$ cat config.mk
export PLATFORM = sky130hd
export DESIGN_NAME = nearest_neighbor_downscale
export DESIGN_NICKNAME = d
export VERILOG_FILES = /design/src/design/nnd_pkg.sv /design/src/design/nearest_neighbor_downscale.sv /design/src/design/nnd_div.sv /design/src/design/nnd_datapath.sv /design/src/design/nnd_ctrl.sv
export VERILOG_INCLUDE_DIRS = /design/src /design/src/design
export SDC_FILE = /design/constraint.sdc
export NUM_CORES = 2
export LEC_CHECK = 0
export ABC_AREA = 1
export ABC_CLOCK_PERIOD_IN_PS = 11550
export BUFFER_PORTS_ARGS = -buffer_cell sky130_fd_sc_hd__buf_4
export CORE_ASPECT_RATIO = 0.6
export CORE_UTILIZATION = 59
export DETAILED_ROUTE_END_ITERATION = 8
export PLACE_DENSITY = 0.76
export SLEW_MARGIN = 25
export SYNTH_ARGS = -nofsm -noshare
export SYNTH_HDL_FRONTEND = slang
export SYNTH_HIERARCHICAL = 1
export SYNTH_SLANG_ARGS = --single-unit
$ cat constraint.sdc
create_clock -name clk -period 11.55 [get_ports clk]
set_input_delay 1.7325 -clock clk [delete_from_list [all_inputs] [get_ports clk]]
set_output_delay 1.7325 -clock clk [all_outputs]
set_load 0.1 [all_outputs]
$ cat src/design/assert_macros.svh
// Assertion helpers used by the top-level RTL file.
// Define NO_ASSERTIONS to compile them out.
`ifndef ASSERT_MACROS_SVH
`define ASSERT_MACROS_SVH

`ifndef NO_ASSERTIONS

// Same-cycle implication, checked on the rising clock edge outside reset
`define NND_ASSERT_IMP(lbl, clk, rst_n, ante, cons) \
  lbl: assert property (@(posedge clk) disable iff (!rst_n) (ante) |-> (cons)) \
    else $error("same-cycle check failed");

// Next-cycle implication, checked on the rising clock edge outside reset
`define NND_ASSERT_NEXT(lbl, clk, rst_n, ante, cons) \
  lbl: assert property (@(posedge clk) disable iff (!rst_n) (ante) |=> (cons)) \
    else $error("next-cycle check failed");

`else

`define NND_ASSERT_IMP(lbl, clk, rst_n, ante, cons)
`define NND_ASSERT_NEXT(lbl, clk, rst_n, ante, cons)

`endif

`endif

$ cat src/design/nnd_pkg.sv
`default_nettype none

package nnd_pkg;

  // Fixed widths of the streams and the register port
  localparam int PIX_W       = 32;
  localparam int CFG_W       = 15;
  localparam int CFG_ADDR_W  = 2;

  // Defaults
  localparam int MAX_SOURCE_SIDE = 16384;
  localparam int LIMIT_RESET     = 1024;

  // Which quotient the shared divider works on
  typedef enum logic [1:0] {
    DIV_TW = 2'd0,  // target width
    DIV_TH = 2'd1,  // target height
    DIV_AX = 2'd2,  // source width / target width
    DIV_AY = 2'd3   // source height / target height
  } div_sel_t;

  // Controller to datapath
  typedef struct packed {
    logic     hold;       // capture the accepted pixel
    logic     mul_en;     // load the product register
    logic     mul_h;      // product uses the height (else the width)
    logic     div_start;  // launch a division
    div_sel_t start_sel;
    logic     load;       // capture the finished quotient
    div_sel_t load_sel;
    logic     init_pos;   // restart output position and accumulators
    logic     step;       // evaluate one pixel
    logic     use_held;   // evaluate the captured pixel, not the bus
  } cmd_t;

  // Datapath to controller
  typedef struct packed {
    logic frame_start;
    logic out_free;
    logic div_done;
  } status_t;

endpackage

`default_nettype wire

$ cat src/design/nearest_neighbor_downscale.sv
// Nearest-neighbor RGBA8 downscaler. A result beat is registered and appears in the
// cycle after the source pixel that selects it; the first pixel of a frame instead
// holds the input while one shared bit-serial divider works out the target size and
// the per-axis step. Throughput: otherwise one pixel per cycle while the output
// register can take a beat (out_tready back-pressure stalls the input).
// Reset: synchronous active-low; registers return to 1, 1, 1024, frame restarts.
`default_nettype none

`include "assert_macros.svh"

module nearest_neighbor_downscale #(
  parameter int MAX_SIDE = nnd_pkg::MAX_SOURCE_SIDE
) (
  input  wire logic                           clk,
  input  wire logic                           rst_n,
  // register write port
  input  wire logic                           cfg_we,
  input  wire logic [nnd_pkg::CFG_ADDR_W-1:0] cfg_addr,
  input  wire logic [nnd_pkg::CFG_W-1:0]      cfg_wdata,
  // source pixels
  input  wire logic                           in_tvalid,
  output logic                                in_tready,
  input  wire logic [nnd_pkg::PIX_W-1:0]      in_tdata,   // [31:0] in_pixel
  // downscaled pixels
  output logic                                out_tvalid,
  input  wire logic                           out_tready,
  output logic [nnd_pkg::PIX_W-1:0]           out_tdata,  // [31:0] out_pixel
  output logic                                out_tlast
);

  nnd_pkg::cmd_t    cmd;
  nnd_pkg::status_t status;

  nnd_ctrl u_ctrl (
    .clk       (clk),
    .rst_n     (rst_n),
    .in_tvalid (in_tvalid),
    .in_tready (in_tready),
    .status    (status),
    .cmd       (cmd)
  );

  nnd_datapath #(
    .MAX_SIDE (MAX_SIDE)
  ) u_dp (
    .clk        (clk),
    .rst_n      (rst_n),
    .cfg_we     (cfg_we),
    .cfg_addr   (cfg_addr),
    .cfg_wdata  (cfg_wdata),
    .in_tdata   (in_tdata),
    .out_tready (out_tready),
    .out_tvalid (out_tvalid),
    .out_tdata  (out_tdata),
    .out_tlast  (out_tlast),
    .cmd        (cmd),
    .status     (status)
  );

  // a pixel is only evaluated when the result register can take it
  `NND_ASSERT_IMP(a_step_room, clk, rst_n, cmd.step, status.out_free)
  // a mid-frame beat is evaluated in the cycle it is taken
  `NND_ASSERT_IMP(a_mid_step, clk, rst_n, in_tvalid && in_tready && !status.frame_start, cmd.step)
  // a frame-start beat stalls the input while setup runs
  `NND_ASSERT_NEXT(a_setup_stall, clk, rst_n, in_tvalid && in_tready && status.frame_start, !in_tready)
  // setup results are captured only from a finished division
  `NND_ASSERT_IMP(a_load_done, clk, rst_n, cmd.load, status.div_done)

endmodule

`default_nettype wire

$ cat src/design/nnd_div.sv
`default_nettype none

// Restoring divider, one quotient bit per cycle
module nnd_div #(
  parameter int NUM_W = 30,
  parameter int DEN_W = 15
) (
  input  wire logic             clk,
  input  wire logic             rst_n,
  input  wire logic             start,
  input  wire logic [NUM_W-1:0] num,
  input  wire logic [DEN_W-1:0] den,
  output logic                  done,
  output logic [NUM_W-1:0]      quo,
  output logic [DEN_W-1:0]      rem
);

  localparam int CNT_W = (NUM_W > 1) ? $clog2(NUM_W) : 1;

  logic             busy_r, busy_nxt;
  logic             done_r, done_nxt;
  logic [CNT_W-1:0] cnt_r, cnt_nxt;
  logic [NUM_W-1:0] quo_r, quo_nxt;
  logic [DEN_W-1:0] rem_r, rem_nxt;
  logic [DEN_W-1:0] den_r, den_nxt;
  logic [DEN_W:0]   trial;
  logic [DEN_W:0]   diff;
  logic             ge;
  logic             last;

  // One shift-subtract step
  always_comb begin
    trial    = {rem_r, quo_r[NUM_W-1]};
    diff     = trial - {1'b0, den_r};
    ge       = trial >= {1'b0, den_r};
    last     = cnt_r == CNT_W'(NUM_W - 1);
    busy_nxt = busy_r;
    done_nxt = 1'b0;
    cnt_nxt  = cnt_r;
    quo_nxt  = quo_r;
    rem_nxt  = rem_r;
    den_nxt  = den_r;
    if (start) begin
      busy_nxt = 1'b1;
      cnt_nxt  = '0;
      quo_nxt  = num;
      rem_nxt  = '0;
      den_nxt  = den;
    end else if (busy_r) begin
      quo_nxt = {quo_r[NUM_W-2:0], ge};
      rem_nxt = ge ? diff[DEN_W-1:0] : trial[DEN_W-1:0];
      cnt_nxt = cnt_r + CNT_W'(1);
      if (last) begin
        busy_nxt = 1'b0;
        done_nxt = 1'b1;
      end
    end
  end

  always_ff @(posedge clk) begin
    if (!rst_n) begin
      busy_r <= 1'b0;
      done_r <= 1'b0;
    end else begin
      busy_r <= busy_nxt;
      done_r <= done_nxt;
    end
    cnt_r <= cnt_nxt;
    quo_r <= quo_nxt;
    rem_r <= rem_nxt;
    den_r <= den_nxt;
  end

  assign done = done_r;
  assign quo  = quo_r;
  assign rem  = rem_r;

endmodule

`default_nettype wire

$ cat src/design/nnd_datapath.sv
`default_nettype none

// Registers, position counters, step accumulators, frame setup math and
// the output register.
module nnd_datapath #(
  parameter int MAX_SIDE = nnd_pkg::MAX_SOURCE_SIDE
) (
  input  wire logic                            clk,
  input  wire logic                            rst_n,
  input  wire logic                            cfg_we,
  input  wire logic [nnd_pkg::CFG_ADDR_W-1:0]  cfg_addr,
  input  wire logic [nnd_pkg::CFG_W-1:0]       cfg_wdata,
  input  wire logic [nnd_pkg::PIX_W-1:0]       in_tdata,
  input  wire logic                            out_tready,
  output logic                                 out_tvalid,
  output logic [nnd_pkg::PIX_W-1:0]            out_tdata,
  output logic                                 out_tlast,
  input  wire nnd_pkg::cmd_t                   cmd,
  output nnd_pkg::status_t                     status
);

  localparam int SIDE_W = $clog2(MAX_SIDE + 1);
  localparam int POS_W  = $clog2(MAX_SIDE);
  localparam int CFG_W  = nnd_pkg::CFG_W;
  localparam int NUM_W  = SIDE_W + CFG_W;

  typedef enum logic [nnd_pkg::CFG_ADDR_W-1:0] {
    REG_SRC_WIDTH  = 2'd0,
    REG_SRC_HEIGHT = 2'd1,
    REG_MAX_DIM    = 2'd2
  } reg_idx_t;

  // Size register as a side length: zero reads as one, clamp to the max
  function automatic logic [SIDE_W-1:0] side_of(input logic [CFG_W-1:0] v);
    if (v == '0) begin
      return SIDE_W'(1);
    end else if (32'(v) > 32'(MAX_SIDE)) begin
      return SIDE_W'(MAX_SIDE);
    end else begin
      return SIDE_W'(v);
    end
  endfunction

  logic [CFG_W-1:0]           src_width_r, src_width_nxt;
  logic [CFG_W-1:0]           src_height_r, src_height_nxt;
  logic [CFG_W-1:0]           max_dim_r, max_dim_nxt;
  logic                       cfg_hit;

  logic [SIDE_W-1:0]          w, h, big;
  logic [CFG_W-1:0]           lim;
  logic                       scale;

  logic [NUM_W-1:0]           mul_r;
  logic [SIDE_W-1:0]          mul_side;

  logic                       div_start;
  logic [NUM_W-1:0]           div_num;
  logic [SIDE_W-1:0]          div_den;
  logic                       div_done;
  logic [NUM_W-1:0]           div_quo;
  logic [SIDE_W-1:0]          div_rem;
  logic [SIDE_W-1:0]          quo_t;

  logic [SIDE_W-1:0]          tw_r, th_r, ax_r, bx_r, ay_r, by_r;

  logic [POS_W-1:0]           sc_r, sc_nxt, sr_r, sr_nxt;
  logic [POS_W:0]             sc_inc, sr_inc;
  logic [SIDE_W-1:0]          oc_r, oc_nxt, or_r, or_nxt, oc_inc;
  logic [SIDE_W-1:0]          col_q_r, col_q_nxt, col_r_r, col_r_nxt;
  logic [SIDE_W-1:0]          row_q_r, row_q_nxt, row_r_r, row_r_nxt;
  logic [SIDE_W:0]            csum, rsum;
  logic                       cwrap, rwrap;

  logic [nnd_pkg::PIX_W-1:0]  hold_r, pix;
  logic                       hit, emit, last;
  logic                       ov_r, ov_nxt;
  logic [nnd_pkg::PIX_W-1:0]  od_r;
  logic                       ol_r;

  // Register writes; any write to a known register restarts the frame
  always_comb begin
    src_width_nxt  = src_width_r;
    src_height_nxt = src_height_r;
    max_dim_nxt    = max_dim_r;
    cfg_hit        = 1'b0;
    if (cfg_we) begin
      case (cfg_addr)
        REG_SRC_WIDTH: begin
          src_width_nxt = cfg_wdata;
          cfg_hit       = 1'b1;
        end
        REG_SRC_HEIGHT: begin
          src_height_nxt = cfg_wdata;
          cfg_hit        = 1'b1;
        end
        REG_MAX_DIM: begin
          max_dim_nxt = cfg_wdata;
          cfg_hit     = 1'b1;
        end
        default: cfg_hit = 1'b0;
      endcase
    end
  end

  // Effective sizes
  always_comb begin
    w     = side_of(src_width_r);
    h     = side_of(src_height_r);
    lim   = (max_dim_r == '0) ? CFG_W'(1) : max_dim_r;
    big   = (w > h) ? w : h;
    scale = 32'(big) > 32'(lim);
  end

  // Side times limit, one product per cycle
  assign mul_side = cmd.mul_h ? h : w;

  always_ff @(posedge clk) begin
    if (cmd.mul_en) begin
      mul_r <= NUM_W'(mul_side) * NUM_W'(lim);
    end
  end

  // Divider operands
  always_comb begin
    div_start = cmd.div_start;
    case (cmd.start_sel)
      nnd_pkg::DIV_TW,
      nnd_pkg::DIV_TH: begin
        div_num = mul_r + NUM_W'(big >> 1);
        div_den = big;
      end
      nnd_pkg::DIV_AX: begin
        div_num = NUM_W'(w);
        div_den = tw_r;
      end
      nnd_pkg::DIV_AY: begin
        div_num = NUM_W'(h);
        div_den = th_r;
      end
      default: begin
        div_num = mul_r;
        div_den = big;
      end
    endcase
  end

  nnd_div #(
    .NUM_W (NUM_W),
    .DEN_W (SIDE_W)
  ) u_div (
    .clk   (clk),
    .rst_n (rst_n),
    .start (div_start),
    .num   (div_num),
    .den   (div_den),
    .done  (div_done),
    .quo   (div_quo),
    .rem   (div_rem)
  );

  // Quotients that are kept never exceed a side length
  assign quo_t = div_quo[SIDE_W-1:0];

  // Capture setup results
  always_ff @(posedge clk) begin
    if (cmd.load) begin
      case (cmd.load_sel)
        nnd_pkg::DIV_TW: tw_r <= scale ? ((quo_t == '0) ? SIDE_W'(1) : quo_t) : w;
        nnd_pkg::DIV_TH: th_r <= scale ? ((quo_t == '0) ? SIDE_W'(1) : quo_t) : h;
        nnd_pkg::DIV_AX: begin
          ax_r <= quo_t;
          bx_r <= div_rem;
        end
        nnd_pkg::DIV_AY: begin
          ay_r <= quo_t;
          by_r <= div_rem;
        end
        default: tw_r <= tw_r;
      endcase
    end
  end

  // Pixel evaluation
  always_comb begin
    pix  = cmd.use_held ? hold_r : in_tdata;
    hit  = (or_r < th_r) && (SIDE_W'(sr_r) == row_q_r) && (SIDE_W'(sc_r) == col_q_r);
    emit = cmd.step && hit;
    last = (or_r == th_r - SIDE_W'(1)) && (oc_r == tw_r - SIDE_W'(1));

    // next nearest source position on each axis: add S = a*T + b
    oc_inc = oc_r + SIDE_W'(1);
    csum   = {1'b0, col_r_r} + {1'b0, bx_r};
    cwrap  = csum >= {1'b0, tw_r};
    rsum   = {1'b0, row_r_r} + {1'b0, by_r};
    rwrap  = rsum >= {1'b0, th_r};

    sc_inc = {1'b0, sc_r} + (POS_W+1)'(1);
    sr_inc = {1'b0, sr_r} + (POS_W+1)'(1);

    sc_nxt    = sc_r;
    sr_nxt    = sr_r;
    oc_nxt    = oc_r;
    or_nxt    = or_r;
    col_q_nxt = col_q_r;
    col_r_nxt = col_r_r;
    row_q_nxt = row_q_r;
    row_r_nxt = row_r_r;

    if (cmd.init_pos) begin
      oc_nxt    = '0;
      or_nxt    = '0;
      col_q_nxt = '0;
      col_r_nxt = tw_r >> 1;
      row_q_nxt = '0;
      row_r_nxt = th_r >> 1;
    end

    if (emit) begin
      if (oc_inc >= tw_r) begin
        oc_nxt    = '0;
        or_nxt    = or_r + SIDE_W'(1);
        col_q_nxt = '0;
        col_r_nxt = tw_r >> 1;
        row_q_nxt = row_q_r + ay_r + SIDE_W'(rwrap);
        row_r_nxt = rwrap ? SIDE_W'(rsum - {1'b0, th_r}) : SIDE_W'(rsum);
      end else begin
        oc_nxt    = oc_inc;
        col_q_nxt = col_q_r + ax_r + SIDE_W'(cwrap);
        col_r_nxt = cwrap ? SIDE_W'(csum - {1'b0, tw_r}) : SIDE_W'(csum);
      end
    end

    // Raster position of the incoming pixel
    if (cmd.step) begin
      if (sc_inc >= (POS_W+1)'(w)) begin
        sc_nxt = '0;
        if (sr_inc >= (POS_W+1)'(h)) begin
          sr_nxt = '0;
        end else begin
          sr_nxt = POS_W'(sr_inc);
        end
      end else begin
        sc_nxt = POS_W'(sc_inc);
      end
    end

    if (cfg_hit) begin
      sc_nxt = '0;
      sr_nxt = '0;
    end

    ov_nxt = emit || (ov_r && !out_tready);
  end

  always_ff @(posedge clk) begin
    if (!rst_n) begin
      src_width_r  <= CFG_W'(1);
      src_height_r <= CFG_W'(1);
      max_dim_r    <= CFG_W'(nnd_pkg::LIMIT_RESET);
      sc_r         <= '0;
      sr_r         <= '0;
      oc_r         <= '0;
      or_r         <= '0;
      ov_r         <= 1'b0;
    end else begin
      src_width_r  <= src_width_nxt;
      src_height_r <= src_height_nxt;
      max_dim_r    <= max_dim_nxt;
      sc_r         <= sc_nxt;
      sr_r         <= sr_nxt;
      oc_r         <= oc_nxt;
      or_r         <= or_nxt;
      ov_r         <= ov_nxt;
    end
    col_q_r <= col_q_nxt;
    col_r_r <= col_r_nxt;
    row_q_r <= row_q_nxt;
    row_r_r <= row_r_nxt;
    if (cmd.hold) begin
      hold_r <= in_tdata;
    end
    if (emit) begin
      od_r <= pix;
      ol_r <= last;
    end
  end

  assign out_tvalid = ov_r;
  assign out_tdata  = od_r;
  assign out_tlast  = ol_r;

  assign status.frame_start = (sc_r == '0) && (sr_r == '0);
  assign status.out_free    = !ov_r || out_tready;
  assign status.div_done    = div_done;

endmodule

`default_nettype wire

$ cat src/design/nnd_ctrl.sv
`default_nettype none

// Sequencer: pixel acceptance and the frame setup divisions
module nnd_ctrl (
  input  wire logic             clk,
  input  wire logic             rst_n,
  input  wire logic             in_tvalid,
  output logic                  in_tready,
  input  wire nnd_pkg::status_t status,
  output nnd_pkg::cmd_t         cmd
);

  typedef enum logic [6:0] {
    ST_IDLE = 7'b0000001,
    ST_MULW = 7'b0000010,
    ST_MULH = 7'b0000100,
    ST_DIVW = 7'b0001000,
    ST_DIVH = 7'b0010000,
    ST_DIVX = 7'b0100000,
    ST_DIVY = 7'b1000000
  } state_t;

  state_t state_r, state_nxt;
  logic   eval_r, eval_nxt;

  // Next state and commands
  always_comb begin
    state_nxt = state_r;
    eval_nxt  = eval_r;
    cmd       = '0;
    in_tready = 1'b0;
    case (state_r)
      ST_IDLE: begin
        if (eval_r) begin
          // first pixel of the frame, once setup is done
          if (status.out_free) begin
            cmd.step     = 1'b1;
            cmd.use_held = 1'b1;
            eval_nxt     = 1'b0;
          end
        end else begin
          in_tready = status.out_free;
          if (in_tvalid && status.out_free) begin
            cmd.hold = 1'b1;
            if (status.frame_start) begin
              state_nxt = ST_MULW;
            end else begin
              cmd.step = 1'b1;
            end
          end
        end
      end
      ST_MULW: begin
        cmd.mul_en = 1'b1;
        state_nxt  = ST_MULH;
      end
      ST_MULH: begin
        cmd.mul_en    = 1'b1;
        cmd.mul_h     = 1'b1;
        cmd.div_start = 1'b1;
        cmd.start_sel = nnd_pkg::DIV_TW;
        state_nxt     = ST_DIVW;
      end
      ST_DIVW: begin
        if (status.div_done) begin
          cmd.load      = 1'b1;
          cmd.load_sel  = nnd_pkg::DIV_TW;
          cmd.div_start = 1'b1;
          cmd.start_sel = nnd_pkg::DIV_TH;
          state_nxt     = ST_DIVH;
        end
      end
      ST_DIVH: begin
        if (status.div_done) begin
          cmd.load      = 1'b1;
          cmd.load_sel  = nnd_pkg::DIV_TH;
          cmd.div_start = 1'b1;
          cmd.start_sel = nnd_pkg::DIV_AX;
          state_nxt     = ST_DIVX;
        end
      end
      ST_DIVX: begin
        if (status.div_done) begin
          cmd.load      = 1'b1;
          cmd.load_sel  = nnd_pkg::DIV_AX;
          cmd.div_start = 1'b1;
          cmd.start_sel = nnd_pkg::DIV_AY;
          state_nxt     = ST_DIVY;
        end
      end
      ST_DIVY: begin
        if (status.div_done) begin
          cmd.load     = 1'b1;
          cmd.load_sel = nnd_pkg::DIV_AY;
          cmd.init_pos = 1'b1;
          eval_nxt     = 1'b1;
          state_nxt    = ST_IDLE;
        end
      end
      default: state_nxt = ST_IDLE;
    endcase
  end

  always_ff @(posedge clk) begin
    if (!rst_n) begin
      state_r <= ST_IDLE;
      eval_r  <= 1'b0;
    end else begin
      state_r <= state_nxt;
      eval_r  <= eval_nxt;
    end
  end

endmodule

`default_nettype wire

-- Word level (Yosys, flattened, before mapping)
Cells that the tools add are included.
- shift-type cells: 0
- eq/ne operators: 27
- reductions and logical operators: 38
- add/sub/neg operators: 17
- divide/modulo/power cells: 0
- muxes and demuxes: 75
- magnitude comparators: 11
- multiply operators: 1
- bitwise gates (word level): 2
- operators with widths (operator ; number):
    $mux 15 ; 30
    $pmux 30 s3 ; 1
    $logic_not 15->1 ; 4
    $mux 30 ; 2
    $mux 7 ; 7
    $pmux 7 s7 ; 1
    $ge 16x15->1 ; 3
    $ge 15x15->1 ; 3
    $pmux 15 s3 ; 1
    $sub 15x15->15 ; 3
    $add 15x15->16 ; 2
    $mux 32 ; 1
    $add 14x1->15 const B ; 2
    $add 15x1->15 ; 2
    $add 15x1->15 const B ; 2
    $add 15x15->15 ; 2
    $add 30x14->30 ; 1
    $eq 14x15->1 ; 2
    $eq 15x15->1 ; 2
    $gt 15x15->1 ; 2
    $gt 15x15->1 const B ; 2
    $mul 15x15->30 ; 1
    $sub 15x1->15 const B ; 2
    $logic_not 14->1 ; 2
    other kinds (31) ; 91
- memories: 0
- bits in read-only memories: 0
- latch bits: 0
- RAM bits: 0
- register bits after elaboration: 424

-- Longest topological paths before layout
- word-level depth: 8
- mapped depth: 34
- gate-level depth less buffers: 32

-- Modules after synthesis
The synthesis kept the hierarchy.
- modules (own cells, without submodules) (module ; seq. area each (um2) ; area an instance (um2) ; times used ; cells an instance):
    nnd_datapath ; 9138.8 ; 31325.0 ; 1 ; 4011
    nnd_div ; 1791.7 ; 3846.2 ; 1 ; 480
    nnd_ctrl ; 160.2 ; 595.6 ; 1 ; 98

-- Least setup slack after synthesis
OpenSTA, ideal clock, no wires.
- path kind: flip-flop to flip-flop
- from: register u_ctrl.state_r[6]
- to: register u_dp.mul_r[27], data pin
- cell stages (with the launch flop): 30
- arrival: 6.071 ns
- setup time: 0.265 ns
- data required time: 11.285 ns
- period minus slack after synthesis: 6.336 ns
- path slack: 5.214 ns
- cells stage by stage: dfxtp_1 -> inv_2 -> nand2_2 -> nor2_4 -> nand4_1 -> inv_1 -> inv_1 -> buf_1 -> a21boi_2 -> nor2_1 -> fa_1 -> inv_1 -> fa_1 -> inv_1 -> fa_1 -> inv_1 -> fa_1 -> inv_1 -> fa_1 -> inv_1 -> fa_1 -> inv_1 -> ha_1 -> a21oi_1 -> o21ai_0 -> a21oi_1 -> o21ai_0 -> nand3_1 -> o211ai_1 -> xor2_1
- RTL lines (element ; line ; RTL):
    start, declared ; nnd_ctrl.sv:23 ; state_t state_r, state_nxt;
    start signal, assigned ; nnd_ctrl.sv:109 ; state_r <= state_nxt;
    end signal, assigned ; nnd_datapath.sv:119 ; mul_r <= NUM_W'(mul_side) * NUM_W'(lim);
    end, declared ; nnd_datapath.sv:53 ; logic [NUM_W-1:0] mul_r;

==> reports/qor.yml <==
placed_design:
  place_congestion: 1.068
  postPlaceCellArea_mm2: 0.03717
  dp_hpwl_um: 90030
  io_buffers: 88
clock_tree:
  cts_tree: "yes"
  clock_latency_ns: 0.60
  clkSlewWorstSetupHoldPaths_ns: 0.07
  clk_path_buf_depth: 3
  hold_buffers: 0
  h-tree-depth: 2
  cts_resized: 0
  numCtsBuffers: 43
  clock_sinks: 424
  post_cts_buffers: 0
  cts_root_buffer: "clkbuf_16"
setup_path:
  r2r_cells: 27
  worstReg2RegStart: "u_ctrl/state_r[6]$_SDFFE_PN0P_"
  crit_arrival_ns: 8.78
  start_kind: "flop"
  critical_path_class: "flop to flop"
  crit_required_ns: 11.88
  r2r_slack_ns: 3.10
  critPathCaptureType: "flop"
  regToRegEndpoint: "u_dp/mul_r[27]$_DFFE_PP_"
  path_max_fanout: 14
die:
  ios: 89
  die_x_um: 319.9
  die_y_um: 192.7
  initial_core_util: 0.6004
  dieArea_mm2: 0.06164
  row_count: 69
  core_area_mm2: 0.05957
drt:
  drc: 1
  vias_per_cell: 5.972
  wl_per_cell_um: 20.91
  vias: 32590
  drt_wl_total_um: 114100
  dr.first_iter.drc_count: 4907
  first_pass_iters: 9
  ant_nets: 0
timing:
  fmax_mhz: 118.3
  drv_slew: 0
  min_period_over_period: 0.7316
  rsz0062_at_grt: "no"
  slew_headroom: 0.2724
  setup_tns_ns: 0
  fin_skew_ns: 0.02148
  whs_ns: 0.4728
  setup_violations: 0
  hold_viol: 0
  tightestPinTransition_ns: 1.080
  period_needed_ns: 8.450
synthesis:
  synth_top_family_by_area: "simple AND/OR/NAND/NOR gates"
  synth_top_area_cell: "edfxtp_1"
  syn_nets: 5129
  synthAdderAreaFrac: 0.2072
  synth.area.mux_share: 0.01007
  yosys-top-cells-area: "edfxtp_1, nand2_1, ha_1"
  synth_edf_count: 260
  yosysSeqAreaShare: 0.3101
  syn_inst: 4589
  synthFlopType: "edfxtp_1"
  synth-seq-cells: 424
  synth_compound_area_frac: 0.1138
  synth.distinct_cells: 66
  synth_top_area_share: 0.2183
  async_flop_share: 0
  synth_area_per_cell_um2: 7.794
  synth_xor_area_frac: 0.04152
  synthSimpleGateAreaFrac: 0.2305
  yosysWarnings: 6
  synthesis.area_mm2: 0.03577
cells_and_area:
  nets: 5181
  final_cell_area_mm2: 0.03873
  syn_to_final_growth_pct: 8.277
  drive_gt1_frac: 0.07040
  multi_input_area_mm2: 0.02164
  seq_area_mm2: 0.01109
  fillers: 5176
min_path:
  min_from: "u_dp/src_width_r[9]$_SDFFE_PN0P_"
  whs_path_depth: 2
  holdPathEnd: "u_dp/src_width_r[9]$_SDFFE_PN0P_"
  min_path_type: "flop to flop"
global_routing:
  overflow: 0
  antenna_found_initial: 1
  grt_pass1_vias: 29780
  grt_pass1_wl_um: 175100
  grt_usage: 0.3725
  grt_max_degree: 65
power_and_ir_drop:
  p_per_area_mw_per_mm2: 109.0
  leakage_nw: 18.18
  fin_total_pwr_mw: 4.220
  vdd_ir_drop_max_uv: 150.0
job:
  maxCapViolations: 0
run_status:
  status: "complete, but fails checks"
  violations: "design-rule violations"
-- final cells by class --
cell class	instances	area share
repair buffers	120	0.02326
clock buffers	61	0.03489
well taps	781	0.02523
diodes	3	0.0001938
clock inverters	16	0.004685
flip-flops and latches	424	0.2864
multi-input cells	3366	0.5589
inverters	686	0.06649
-- cells in the final DEF, fill, tap and decap left out, types with 9 or more instances in the layout --
cell / synthesis / layout
fa_1: 177 / 177
nor3_1: 59 / 55
o221ai_1: 11 / 11
nor4_1: 20 / 19
a21oi_1: 372 / 372
mux2_2: 32 / 32
nand2_2: 17 / 17
nand2_1: 1048 / 1048
o21ai_0: 249 / 248
a21o_1: 13 / 13
o21bai_1: 17 / 17
inv_1: 658 / 658
ha_1: 309 / 309
nand3_1: 244 / 244
buf_4: 2 / 120
nand3b_1: 25 / 25
edfxtp_1: 260 / 260
clkbuf_16: 0 / 49
nand3_2: 12 / 12
o211ai_1: 19 / 19
nand4_1: 51 / 51
nor2_2: 8 / 9
xor2_1: 117 / 117
o21a_1: 15 / 15
or2_2: 16 / 16
dfxtp_1: 164 / 164
nor2_1: 403 / 402
inv_2: 20 / 20
xnor2_1: 50 / 50
-- stage by stage --
step                worst slack (ns)  utilization  std cells
global placement               3.700       0.6240       5377
detailed placement             3.535       0.6240       5377
global route                   2.794       0.6500       5454
floorplan                      5.214            -       4589
CTS                            3.417       0.6497       5454
finish                         3.100       0.6501       5457
-- worst max path at each step --
stage / start / endpoint / slack [ns]
final: u_ctrl/state_r[6]$_SDFFE_PN0P_ / u_dp/mul_r[27]$_DFFE_PP_ / 3.10
after global routing: u_ctrl/state_r[6]$_SDFFE_PN0P_ / u_dp/mul_r[27]$_DFFE_PP_ / 2.79
after detailed placement: u_ctrl/state_r[6]$_SDFFE_PN0P_ / u_dp/mul_r[27]$_DFFE_PP_ / 3.53
after global placement: u_dp/src_height_r[10]$_SDFFE_PN0P_ / u_dp/mul_r[27]$_DFFE_PP_ / 3.70
after floorplan: u_ctrl/state_r[6]$_SDFFE_PN0P_ / u_dp/mul_r[27]$_DFFE_PP_ / 5.21
after CTS: u_ctrl/state_r[6]$_SDFFE_PN0P_ / u_dp/mul_r[27]$_DFFE_PP_ / 3.42
-- registers in the layout (all words and copies together), names as in the netlist, 30 cells and up --
signal	count
u_dp/hold_r	32
u_dp/mul_r	30
u_dp/out_tdata	32
u_dp/u_div/quo	30
-- worst max-delay path, cell delays in order, from the launching register on --
cell	delay, ns
dfxtp_1	0.33
inv_2	0.07
nand2_2	0.06
nor2_4	0.15
nand4_1	0.33
inv_1	0.55
inv_1	0.38
o21ai_1	0.80
clkinv_1	0.54
nor2_1	0.28
fa_1	0.42
inv_1	0.10
fa_1	0.39
inv_1	0.08
fa_1	0.44
fa_1	0.50
fa_1	0.49
inv_1	0.05
fa_1	0.47
inv_1	0.04
ha_1	0.37
nand2_1	0.13
nor2_1	0.16
nand2_1	0.07
o21ai_0	0.55
nand3_1	0.18
o211ai_1	0.16
xor2_1	0.09
-- routing by layer --
metal,wire length (µm),track usage,share of wire,up-vias
met2,39430,0.4560,0.35,2195
met1,51550,0.5722,0.45,15040
li1,-,-,-,15180
met3,21070,0.1821,0.18,178
met5,181,0.008730,0.0016,-
met4,1885,0.06551,0.017,4
-- cells by family (layout without fill, tap and decap cells) --
kind of cell | count (synthesis) | after routing
multiplexers | 32 | 32
buffers and inverters | 799 | 883
flip-flops | 424 | 424
adder cells (fa/ha/maj) | 486 | 486
AND/OR/NAND/NOR | 1933 | 1933
other | 0 | 3
AO/OA/AOI/OAI | 747 | 747
XOR/XNOR | 168 | 168
-- power by group --
group / leakage [nW] / switching (mW) / internal, mW
registers: 3.70 / 0.0717 / 1.72
logic: 13.7 / 0.615 / 0.274
clock network: 0.761 / 0.656 / 0.888
-- cell usage after synthesis (all sizes together), types with 19 or more instances --
cell type / instances
o21ai: 258
nand4: 51
o211ai: 19
fa: 177
buf: 36
xor2: 117
mux2: 32
edfxtp: 260
nor4: 20
nand2: 1068
xnor2: 50
a21oi: 375
clkbuf: 77
dfxtp: 164
nor2: 417
nor3: 61
inv: 678
nand3: 257
ha: 309
nand3b: 25
Power figures use the tool's default switching activity.
